File: src/hw/rtl/bfpa_pkg.sv
// ----------------------------------------------------------------------------
// bfpa_pkg
// Types and codes shared by the best-fit partition allocator: the command and
// status codes and the packed item types of the input and result channels.
// ----------------------------------------------------------------------------
package bfpa_pkg;

    // Field widths fixed by the item format.
    localparam int unsigned CMD_W    = 2;
    localparam int unsigned AMOUNT_W = 32;
    localparam int unsigned SEL_W    = 4;
    localparam int unsigned STATUS_W = 2;

    // Command codes.
    localparam logic [CMD_W-1:0] CMD_ADD     = 2'd0;
    localparam logic [CMD_W-1:0] CMD_ALLOC   = 2'd1;
    localparam logic [CMD_W-1:0] CMD_DEALLOC = 2'd2;

    // Status codes.
    localparam logic [STATUS_W-1:0] ST_OK     = 2'd0;
    localparam logic [STATUS_W-1:0] ST_NOFIT  = 2'd1;
    localparam logic [STATUS_W-1:0] ST_FULL   = 2'd2;
    localparam logic [STATUS_W-1:0] ST_BADIDX = 2'd3;

    // Input item.
    typedef struct packed {
        logic [CMD_W-1:0]    cmd;
        logic [AMOUNT_W-1:0] amount;
        logic [SEL_W-1:0]    part_sel;
    } in_t;

    // Result item.
    typedef struct packed {
        logic [STATUS_W-1:0] status;
        logic [SEL_W-1:0]    part_index;
        logic [AMOUNT_W-1:0] free_after;
    } out_t;

endpackage

File: src/hw/rtl/best_fit_partition_allocator.sv
// ----------------------------------------------------------------------------
// best_fit_partition_allocator
// Keeps a table of partition free sizes in a synchronous memory. Add appends a
// partition, allocate scans the used entries for the best fit and takes the
// request off it, deallocate adds a size back with saturation.
// ----------------------------------------------------------------------------
//
//  Channel  | Ports                      | Direction | Item
//  ---------+----------------------------+-----------+---------------------------
//  s_       | s_valid, s_ready, s_data   | in        | cmd, amount, part_sel
//  m_       | m_valid, m_ready, m_data   | out       | status, part_index, free_after
//
// One item is in work at a time. Add, the unused command and the errors found
// without a table read go straight to the result state; deallocate reads the
// entry and then writes the saturated sum, and allocate on a non-empty table
// scans the used entries, reading one table entry per cycle through the
// single read port of the table memory.
// Reset clears the partition count and the control state; the table itself
// holds no reset value, and no entry is read before an add has written it.
// A stalled result holds in the output register; the next item is accepted
// meanwhile and waits for that register before its own result is shown.
// ----------------------------------------------------------------------------
module best_fit_partition_allocator #(
    parameter int unsigned PARTITIONS = 16
) (
    input  logic             aclk,
    input  logic             aresetn,
    input  logic             s_valid,
    output logic             s_ready,
    input  bfpa_pkg::in_t    s_data,
    output logic             m_valid,
    input  logic             m_ready,
    output bfpa_pkg::out_t   m_data
);

    localparam int unsigned IW = $clog2(PARTITIONS);
    localparam int unsigned CW = $clog2(PARTITIONS + 1);
    localparam int unsigned XW = CW + bfpa_pkg::SEL_W;
    localparam int unsigned AW = bfpa_pkg::AMOUNT_W;

    localparam logic [2:0] S_IDLE = 3'd0;
    localparam logic [2:0] S_DRD  = 3'd1;
    localparam logic [2:0] S_SCAN = 3'd2;
    localparam logic [2:0] S_AWR  = 3'd3;
    localparam logic [2:0] S_DONE = 3'd4;

    // Control and working registers.
    logic [2:0]            state_reg, state_next;
    logic [CW-1:0]         count_reg, count_next;
    logic [AW-1:0]         amt_reg, amt_next;
    logic [IW-1:0]         idx_reg, idx_next;
    logic                  found_reg, found_next;
    logic [IW-1:0]         best_idx_reg, best_idx_next;
    logic [AW-1:0]         best_val_reg, best_val_next;
    bfpa_pkg::out_t        res_reg, res_next;
    logic                  m_valid_reg, m_valid_next;
    bfpa_pkg::out_t        m_data_reg, m_data_next;

    // Table memory and its port signals.
    logic [AW-1:0]         mem [PARTITIONS];
    logic [AW-1:0]         rdata_reg;
    logic                  mem_we;
    logic [IW-1:0]         mem_waddr;
    logic [AW-1:0]         mem_wdata;
    logic                  mem_re;
    logic [IW-1:0]         mem_raddr;

    // Helper values.
    logic                  s_accept;
    logic                  out_free;
    logic                  hit;
    logic                  last;
    logic [AW:0]           sum;
    logic [AW-1:0]         sat_sum;

    assign s_ready  = (state_reg == S_IDLE);
    assign s_accept = s_valid && s_ready;
    assign out_free = !m_valid_reg || m_ready;
    assign m_valid  = m_valid_reg;
    assign m_data   = m_data_reg;

    // A scanned entry fits and beats the best so far; ties keep the lower index.
    assign hit  = (rdata_reg >= amt_reg) && (!found_reg || (rdata_reg < best_val_reg));
    assign last = ((CW'(idx_reg) + CW'(1)) == count_reg);

    // Saturating add for deallocate.
    assign sum     = {1'b0, rdata_reg} + {1'b0, amt_reg};
    assign sat_sum = sum[AW] ? {AW{1'b1}} : sum[AW-1:0];

    // Table memory: one write port, one registered read port.
    always_ff @(posedge aclk) begin
        if (mem_we) begin
            mem[mem_waddr] <= mem_wdata;
        end
        if (mem_re) begin
            rdata_reg <= mem[mem_raddr];
        end
    end

    // Sequencer next-state logic.
    always_comb begin
        state_next    = state_reg;
        count_next    = count_reg;
        amt_next      = amt_reg;
        idx_next      = idx_reg;
        found_next    = found_reg;
        best_idx_next = best_idx_reg;
        best_val_next = best_val_reg;
        res_next      = res_reg;
        m_valid_next  = m_valid_reg && !m_ready;
        m_data_next   = m_data_reg;
        mem_we        = 1'b0;
        mem_waddr     = idx_reg;
        mem_wdata     = amt_reg;
        mem_re        = 1'b0;
        mem_raddr     = idx_reg;

        unique case (state_reg)
            S_IDLE: begin
                if (s_accept) begin
                    amt_next   = s_data.amount;
                    found_next = 1'b0;
                    state_next = S_DONE;
                    res_next   = '{status: bfpa_pkg::ST_BADIDX, part_index: '0,
                                   free_after: '0};
                    unique case (s_data.cmd)
                        bfpa_pkg::CMD_ADD: begin
                            if (count_reg >= CW'(PARTITIONS)) begin
                                res_next.status = bfpa_pkg::ST_FULL;
                            end else begin
                                mem_we     = 1'b1;
                                mem_waddr  = IW'(count_reg);
                                mem_wdata  = s_data.amount;
                                count_next = count_reg + CW'(1);
                                res_next   = '{status: bfpa_pkg::ST_OK,
                                               part_index: bfpa_pkg::SEL_W'(count_reg),
                                               free_after: s_data.amount};
                            end
                        end
                        bfpa_pkg::CMD_ALLOC: begin
                            if (count_reg == '0) begin
                                res_next.status = bfpa_pkg::ST_NOFIT;
                            end else begin
                                mem_re     = 1'b1;
                                mem_raddr  = '0;
                                idx_next   = '0;
                                state_next = S_SCAN;
                            end
                        end
                        bfpa_pkg::CMD_DEALLOC: begin
                            if (XW'(s_data.part_sel) < XW'(count_reg)) begin
                                mem_re     = 1'b1;
                                mem_raddr  = IW'(s_data.part_sel);
                                idx_next   = IW'(s_data.part_sel);
                                state_next = S_DRD;
                            end
                        end
                        default: begin
                            // Unused command: reported as a bad index.
                        end
                    endcase
                end
            end

            S_DRD: begin
                // Read data is back: write the saturated sum.
                mem_we     = 1'b1;
                mem_waddr  = idx_reg;
                mem_wdata  = sat_sum;
                res_next   = '{status: bfpa_pkg::ST_OK,
                               part_index: bfpa_pkg::SEL_W'(idx_reg),
                               free_after: sat_sum};
                state_next = S_DONE;
            end

            S_SCAN: begin
                // Compare the entry just read and fetch the next one.
                if (hit) begin
                    found_next    = 1'b1;
                    best_idx_next = idx_reg;
                    best_val_next = rdata_reg;
                end
                if (last) begin
                    state_next = S_AWR;
                end else begin
                    mem_re    = 1'b1;
                    mem_raddr = idx_reg + IW'(1);
                    idx_next  = idx_reg + IW'(1);
                end
            end

            S_AWR: begin
                // Take the request off the best entry, or report no fit.
                if (found_reg) begin
                    mem_we    = 1'b1;
                    mem_waddr = best_idx_reg;
                    mem_wdata = best_val_reg - amt_reg;
                    res_next  = '{status: bfpa_pkg::ST_OK,
                                  part_index: bfpa_pkg::SEL_W'(best_idx_reg),
                                  free_after: best_val_reg - amt_reg};
                end else begin
                    res_next  = '{status: bfpa_pkg::ST_NOFIT, part_index: '0,
                                  free_after: '0};
                end
                state_next = S_DONE;
            end

            S_DONE: begin
                // Hand the result to the output register once it is free.
                if (out_free) begin
                    m_valid_next = 1'b1;
                    m_data_next  = res_reg;
                    state_next   = S_IDLE;
                end
            end

            default: begin
                state_next = S_IDLE;
            end
        endcase
    end

    // Register update.
    always_ff @(posedge aclk) begin
        if (!aresetn) begin
            state_reg   <= S_IDLE;
            count_reg   <= '0;
            m_valid_reg <= 1'b0;
            found_reg   <= 1'b0;
        end else begin
            state_reg   <= state_next;
            count_reg   <= count_next;
            m_valid_reg <= m_valid_next;
            found_reg   <= found_next;
        end
        amt_reg      <= amt_next;
        idx_reg      <= idx_next;
        best_idx_reg <= best_idx_next;
        best_val_reg <= best_val_next;
        res_reg      <= res_next;
        m_data_reg   <= m_data_next;
    end

endmodule

File: config.mk
export PLATFORM = sky130hd
export DESIGN_NAME = best_fit_partition_allocator
export DESIGN_NICKNAME = d
export VERILOG_FILES = /design/src/hw/rtl/bfpa_pkg.sv /design/src/hw/rtl/best_fit_partition_allocator.sv
export SDC_FILE = /design/constraint.sdc
export NUM_CORES = 1
export LEC_CHECK = 0
export ABC_AREA = 1
export BUFFER_PORTS_ARGS = -buffer_cell sky130_fd_sc_hd__buf_2
export CAP_MARGIN = 30
export CORE_ASPECT_RATIO = 0.7
export CORE_MARGIN = 10
export CORE_UTILIZATION = 60
export DETAILED_ROUTE_END_ITERATION = 8
export HOLD_SLACK_MARGIN = 0.15
export PLACE_DENSITY_LB_ADDON = 0.1
export SLEW_MARGIN = 20
export SYNTH_ARGS = -nofsm -noshare
export SYNTH_HDL_FRONTEND = slang
export SYNTH_SLANG_ARGS = --single-unit
File: constraint.sdc
create_clock -name aclk -period 4.1 [get_ports aclk]
set_input_delay 0.205 -clock aclk [delete_from_list [all_inputs] [get_ports aclk]]
set_output_delay 0.205 -clock aclk [all_outputs]
set_load 0.005 [all_outputs]
; After elaboration in Yosys (flattened, before gate mapping)
; Memories as Yosys holds them, arrays and structs flattened. A register that Yosys moved wholly into a read port is not among the register bits.
; Index checks and enable logic that the tools add are counted.
[word_totals]
out_inout_bits = 40
ff_bits = 158
latchBits = 0
mem_bits_ro = 0
ramBits = 512
n_memories = 1
[classes]
n_bitwise = 1
n_reduce_logical = 21
shift = 0
eq_ne = 11
multipliers = 0
addsub = 5
div_mod_pow = 0
muxes = 50
order_cmp = 4
[mem_list]
columns = memory, words, word_bits, read_ports, rd_clocked_by_memory_dff, wr, line_no
row1 = mem, 16, 32, 1, 1, 1, best_fit_partition_allocator.sv:60  ; logic [AW-1:0] mem [PARTITIONS];
[ops]
columns = cell, count
row1 = two-way mux 32 bit, 5
row2 = case mux 38 bit (3 select lines), 1
row3 = case mux 32 bit (3 select lines), 1
row4 = two-way mux 36 bit, 2
row5 = two-way mux 38 bit, 1
row6 = two-way mux 37 bit, 1
row7 = adder 32 x 32 -> 33 bit, 1
row8 = >= comparator 32 bit, 1
row9 = less-than comparator 32 bit, 1
row10 = two-way mux 4 bit, 8
row11 = subtractor 32 bit, 1
row12 = case mux 4 bit (2 select lines), 3
row13 = two-way mux 3 bit, 5
row14 = two-way mux 1 bit, 14
row15 = case mux 3 bit (4 select lines), 1
row16 = AND reduction 2 bit, 4
row17 = "== test 3 x 2 -> 1 bit, second input constant", 2
row18 = "inequality test 2 bit, second input constant", 3
row19 = case mux 1 bit (2 select lines), 3
row20 = case mux 3 bit (2 select lines), 1
row21 = AND reduction 3 bit, 2
row22 = "adder 4 x 1 -> 5 bit, second input constant", 1
row23 = "adder 5 x 1 -> 5 bit, second input constant", 1
row24 = == test 5 bit, 1
row25 = other kinds (22), 28

; Logic depth before layout (Yosys ltp)
[logic_depth]
depth_word = 7
mapped_depth = 20
mapped_depth_nobuf = 18

; Worst setup path after synthesis
; OpenSTA, ideal clock, no wires.
[synth_path]
path_type = register to register
from = register state_reg[0]
to = memory mem[1][0] in the netlist's numbering (enable)
period_less_slack_ps = 3583
arrival_time_ps = 3162
path_buffers = 0
setup_ps = 421
setup_slack_ps = 517
stages_incl_launch_ff = 14
required_time_ps = 3679
path_cell_list = dfxtp_1 -> inv_1 -> nor2_1 -> inv_2 -> nor2_1 -> inv_1 -> nor2_2 -> inv_1 -> o211a_1 -> o21ai_1 -> inv_1 -> nor2_1 -> nand2_1 -> nor2_1
[synth_via]
elab_chain_cells = 6
[synth_rtl]
columns = element, line_no
row1 = from (decl), best_fit_partition_allocator.sv:48  ; logic [2:0] state_reg, state_next;
row2 = from (signal assigned), best_fit_partition_allocator.sv:231  ; state_reg <= state_next;
row3 = logical NOT 3 bit, "best_fit_partition_allocator.sv:76, best_fit_partition_allocator.sv:118"
row4 = logical AND 1 bit, best_fit_partition_allocator.sv:77  ; assign s_accept = s_valid && s_ready;
row5 = two-way mux 1 bit, best_fit_partition_allocator.sv:120  ; if (s_accept) begin
row6 = case mux 1 bit (3 select lines), best_fit_partition_allocator.sv:118  ; unique case (state_reg)
row7 = two-way mux 1 bit, best_fit_partition_allocator.sv:92  ; if (mem_we) begin
row8 = two-way mux 1 bit (not written as such), best_fit_partition_allocator.sv:93  ; mem[mem_waddr] <= mem_wdata;
row9 = to (decl), best_fit_partition_allocator.sv:60
; Several ways; a longest one is shown, not always the timed one.

; Final worst setup path
[layout_path]
from = register amt_reg[0]
to = memory mem[10][30] in the netlist's numbering (data pin)
[layout_via]
elab_chain_cells = 3
[layout_rtl]
columns = element, line_no
row1 = from (decl), best_fit_partition_allocator.sv:50  ; logic [AW-1:0] amt_reg, amt_next;
row2 = from (signal assigned), best_fit_partition_allocator.sv:236  ; amt_reg <= amt_next;
row3 = subtractor 32 bit or adder 32 x 32 -> 33 bit (tied branches), "best_fit_partition_allocator.sv:197, best_fit_partition_allocator.sv:87"
row4 = "two-way mux 32 bit, on equally long branches", "best_fit_partition_allocator.sv:194, best_fit_partition_allocator.sv:88"
row5 = case mux 32 bit (3 select lines) *, best_fit_partition_allocator.sv:118
row6 = net mem_wdata[30], best_fit_partition_allocator.sv:64  ; logic [AW-1:0] mem_wdata;
; Mark *: on every way through the listed nets, which the timed path passes. The rest lies on a longest branch.

==> impl_metrics.csv <==
group,metric,value,unit
critical_path,worst-path-buf-inv,2,
pwr,ir_drop,0.000400,V
sta,rsz0062_at_grt,"no",
synthesis,yosysWarnings,0,
critical_path,cpMaxStageDelayCell,"edfxtp_1",
sta,worst_slew_pin_slew,1.04,ns
critical_path,worst_ep_arrival_time,4.34,ns
cells_and_area,layout_common_cells,"688 x edfxtp_1, 684 x nand3_1, 594 x inv_1",
synthesis,syn_inst,3644,
die,start_util,61.0,%
synthesis,synth-edff-count,688,
global_routing,grt_util_all_layers,29.7,%
clock_network,htree_levels,3,
synthesis,synth-seq-cells,702,
pwr,p_per_area,523,mW/mm^2
critical_path,slowest_delay,0.48,ns
cells_and_area,antennaDiodeCount,0,
critical_path,worstSetupPathType,"reg -> reg",
drt,totalWireLength,107,mm
cells_and_area,drive_above_1_share,8.64,%
global_routing,antenna_found_initial,2,
critical_path,worst_ep_required_time,4.45,ns
die,ioPinCount,82,
cells_and_area,largest_register_ffs,512,
critical_path,crit_fanout,16,
drt,vias_per_cell,6.05,
die,die_y,224,um
sta,skew,0.0227,ns
die,core,0.0587,mm^2
run_status,run_status,"complete, but fails checks",
synthesis,synth.avg_cell_area,9.82,um^2
drt,ant_nets,0,
synthesis,ys.flop_type,"edfxtp_1",
sta,setup_ws,0.102,ns
critical_path,cp_cell_sequence,"ha_1 -> fa_1 -> o21ai_1 -> a21boi_0 -> o21ai_1 -> buf_4 -> nand4_1 -> nand2_1 -> nand2_1 -> nand2_1 -> nand2_1 -> o211ai_1 -> nand4_1 -> buf_4",
drt,first_pass_iters,9,
sta,hold_slack,0.219,ns
run_status,violations,"design-rule violations",
worst_hold_path,holdCritPathClass,"in -> reg",
critical_path,start_kind,"register",
critical_path,end_kind,"register",
clock_network,cts_num_sinks,702,
critical_path,critical_path.top_delay_family,"compound AO/OA/AOI/OAI gates",
placement,hpwlAfterDp,67.7,mm
sta,fin_crit,4.00,ns
critical_path,path_common_cell,"nand2_1",
sta,hold_viol_final,0,
clock_network,cts_tree,"built",
placement,io_buffers,81,
pwr,finalPower,21.1,mW
sta,drv_slew,0,
sta,max_slew_margin,30.1,%
cells_and_area,fillers,4410,
pwr,p_leak,16.8,nW
cells_and_area,final_nets,3950,
clock_network,cts_root_buffer,"clkbuf_16",
cells_and_area,syn2layout_area_growth,12.5,%
synthesis,syn_nets,3824,
die,die-area,0.0700,mm^2
placement,gp_congestion,0.999,
clock_network,cts_buffers,68,
drt,drtIter0Drc,3806,
drt,route.detailed.drc,1,
clock_network,clk_pin_slew,0.06,ns
cells_and_area,final_core_util,68.6,%
placement,dp_slack,0.0735,ns
clock_network,clk_path_buf_depth,3,
sta,setup_viol,0,
sta,final.setup.tns,0,ns
synthesis,synth_cell_type_count,47,
sta,period_share,97.5,%
global_routing,grt_max_degree,179,
clock_network,clk_latency,0.63,ns
synthesis,synth-seq-area-share,58.5,%
global_routing,overflow,0,
global_routing,grt_first_pass_wirelength,160,mm
die,rows,74,
cells_and_area,final_common_cell,"edfxtp_1",
synthesis,ys_async_sr_fraction,0,%
global_routing,grt_pass1_vias,26400,
drt,wl_per_cell,23.2,um
sta,fmax,250,MHz
job,drv_cap,0,
drt,dr_total_vias,27900,
die,fp.dieW,312,um
synthesis,netlist_area,0.0358,mm^2
-- synthesized netlist by cell type (all sizes together) (13+ instances only) --
library cell | count | share of area [%]
clkbuf | 64 | 0.67
nand4 | 33 | 0.58
a21oi | 164 | 2.3
o21a | 13 | 0.27
nand3b | 131 | 2.7
ha | 136 | 4.8
xor2 | 19 | 0.46
buf | 102 | 1.4
o21ai | 135 | 1.9
nor2 | 148 | 1.6
o211ai | 17 | 0.36
nand3 | 685 | 9.6
nor3 | 18 | 0.25
dfxtp | 14 | 0.78
inv | 600 | 6.3
edfxtp | 688 | 58
a211oi | 13 | 0.27
a31oi | 13 | 0.24
nand2 | 572 | 6.0
-- power breakdown --
group	leakage [nW]	internal (mW)	switching, mW
Clock	1.05	3.42	2.76
Combinational	9.39	1.78	4.37
Sequential	6.40	8.57	0.158
-- cells by family (layout without fill, tap and decap cells) --
kind of cell	after synthesis	in the layout	synth area share, %
and+or+nand+nor	1606	1606	21.1
buffers and inverters	766	943	8.40
DFF	702	702	58.5
AOI/OAI and AO/OA	405	405	6.45
adders and majority gates	138	138	4.87
xor gates and xnor gates	27	27	0.661
-- layout make-up --
| class | instances | area [um^2] | area share (%) |
|---|---|---|---|
| clock inverter | 39 | 374 | 0.929 |
| tap | 798 | 998 | 2.48 |
| clock buffer | 82 | 1800 | 4.46 |
| timing repair buffer | 222 | 1850 | 4.59 |
| sequential | 702 | 20900 | 52.0 |
| multi-input combinational | 2176 | 12100 | 29.9 |
| inverter | 600 | 2250 | 5.59 |
-- per-layer routing --
| layer | part of all wire [%] | vias up | GRT usage (%) |
|---|---|---|---|
| li1 | - | 12800 | - |
| met1 | 41 | 13300 | 41.5 |
| met2 | 44 | 1640 | 45.2 |
| met3 | 11 | 282 | 6.23 |
| met4 | 4.1 | 4 | 12.1 |
| met5 | 0.021 | - | 0 |
-- final timing paths --
path                                  from          end  slack (ns)  depth (start not counted)
worst max register to register  amt_reg[0]  mem[10][30]        0.10                         14
worst min register to register  res_reg[5]    m_data[5]        0.42                          0
worst max-delay path            amt_reg[0]  mem[10][30]        0.10                         14
worst min-delay path            s_data[36]  res_reg[37]        0.22                          4
-- worst register-to-register path: stages (launching register included) --
cell	delay [ns]
edfxtp_1	0.48
ha_1	0.29
fa_1	0.42
o21ai_1	0.29
a21boi_0	0.30
o21ai_1	0.32
buf_4	0.22
nand4_1	0.12
nand2_1	0.09
nand2_1	0.07
nand2_1	0.28
nand2_1	0.09
o211ai_1	0.34
nand4_1	0.18
buf_4	0.24
-- what timing repair did --
item	in CTS	in global routing
hold buffers	34	0
setup endpoints to repair	0	32
endpoints found under the hold margin	71	0
resized for setup	0	2
setup buffers	0	1
-- metrics by stage --
| step | instances | area [um^2] |
|---|---|---|
| after floorplan | 3644 | 35800 |
| after global placement | 4462 | 37700 |
| final | 4619 | 40300 |
| after CTS | 4617 | 40200 |
| after global routing | 4619 | 40300 |
| after detailed placement | 4462 | 37700 |
Note: power is estimated with default switching activity, not from simulation.
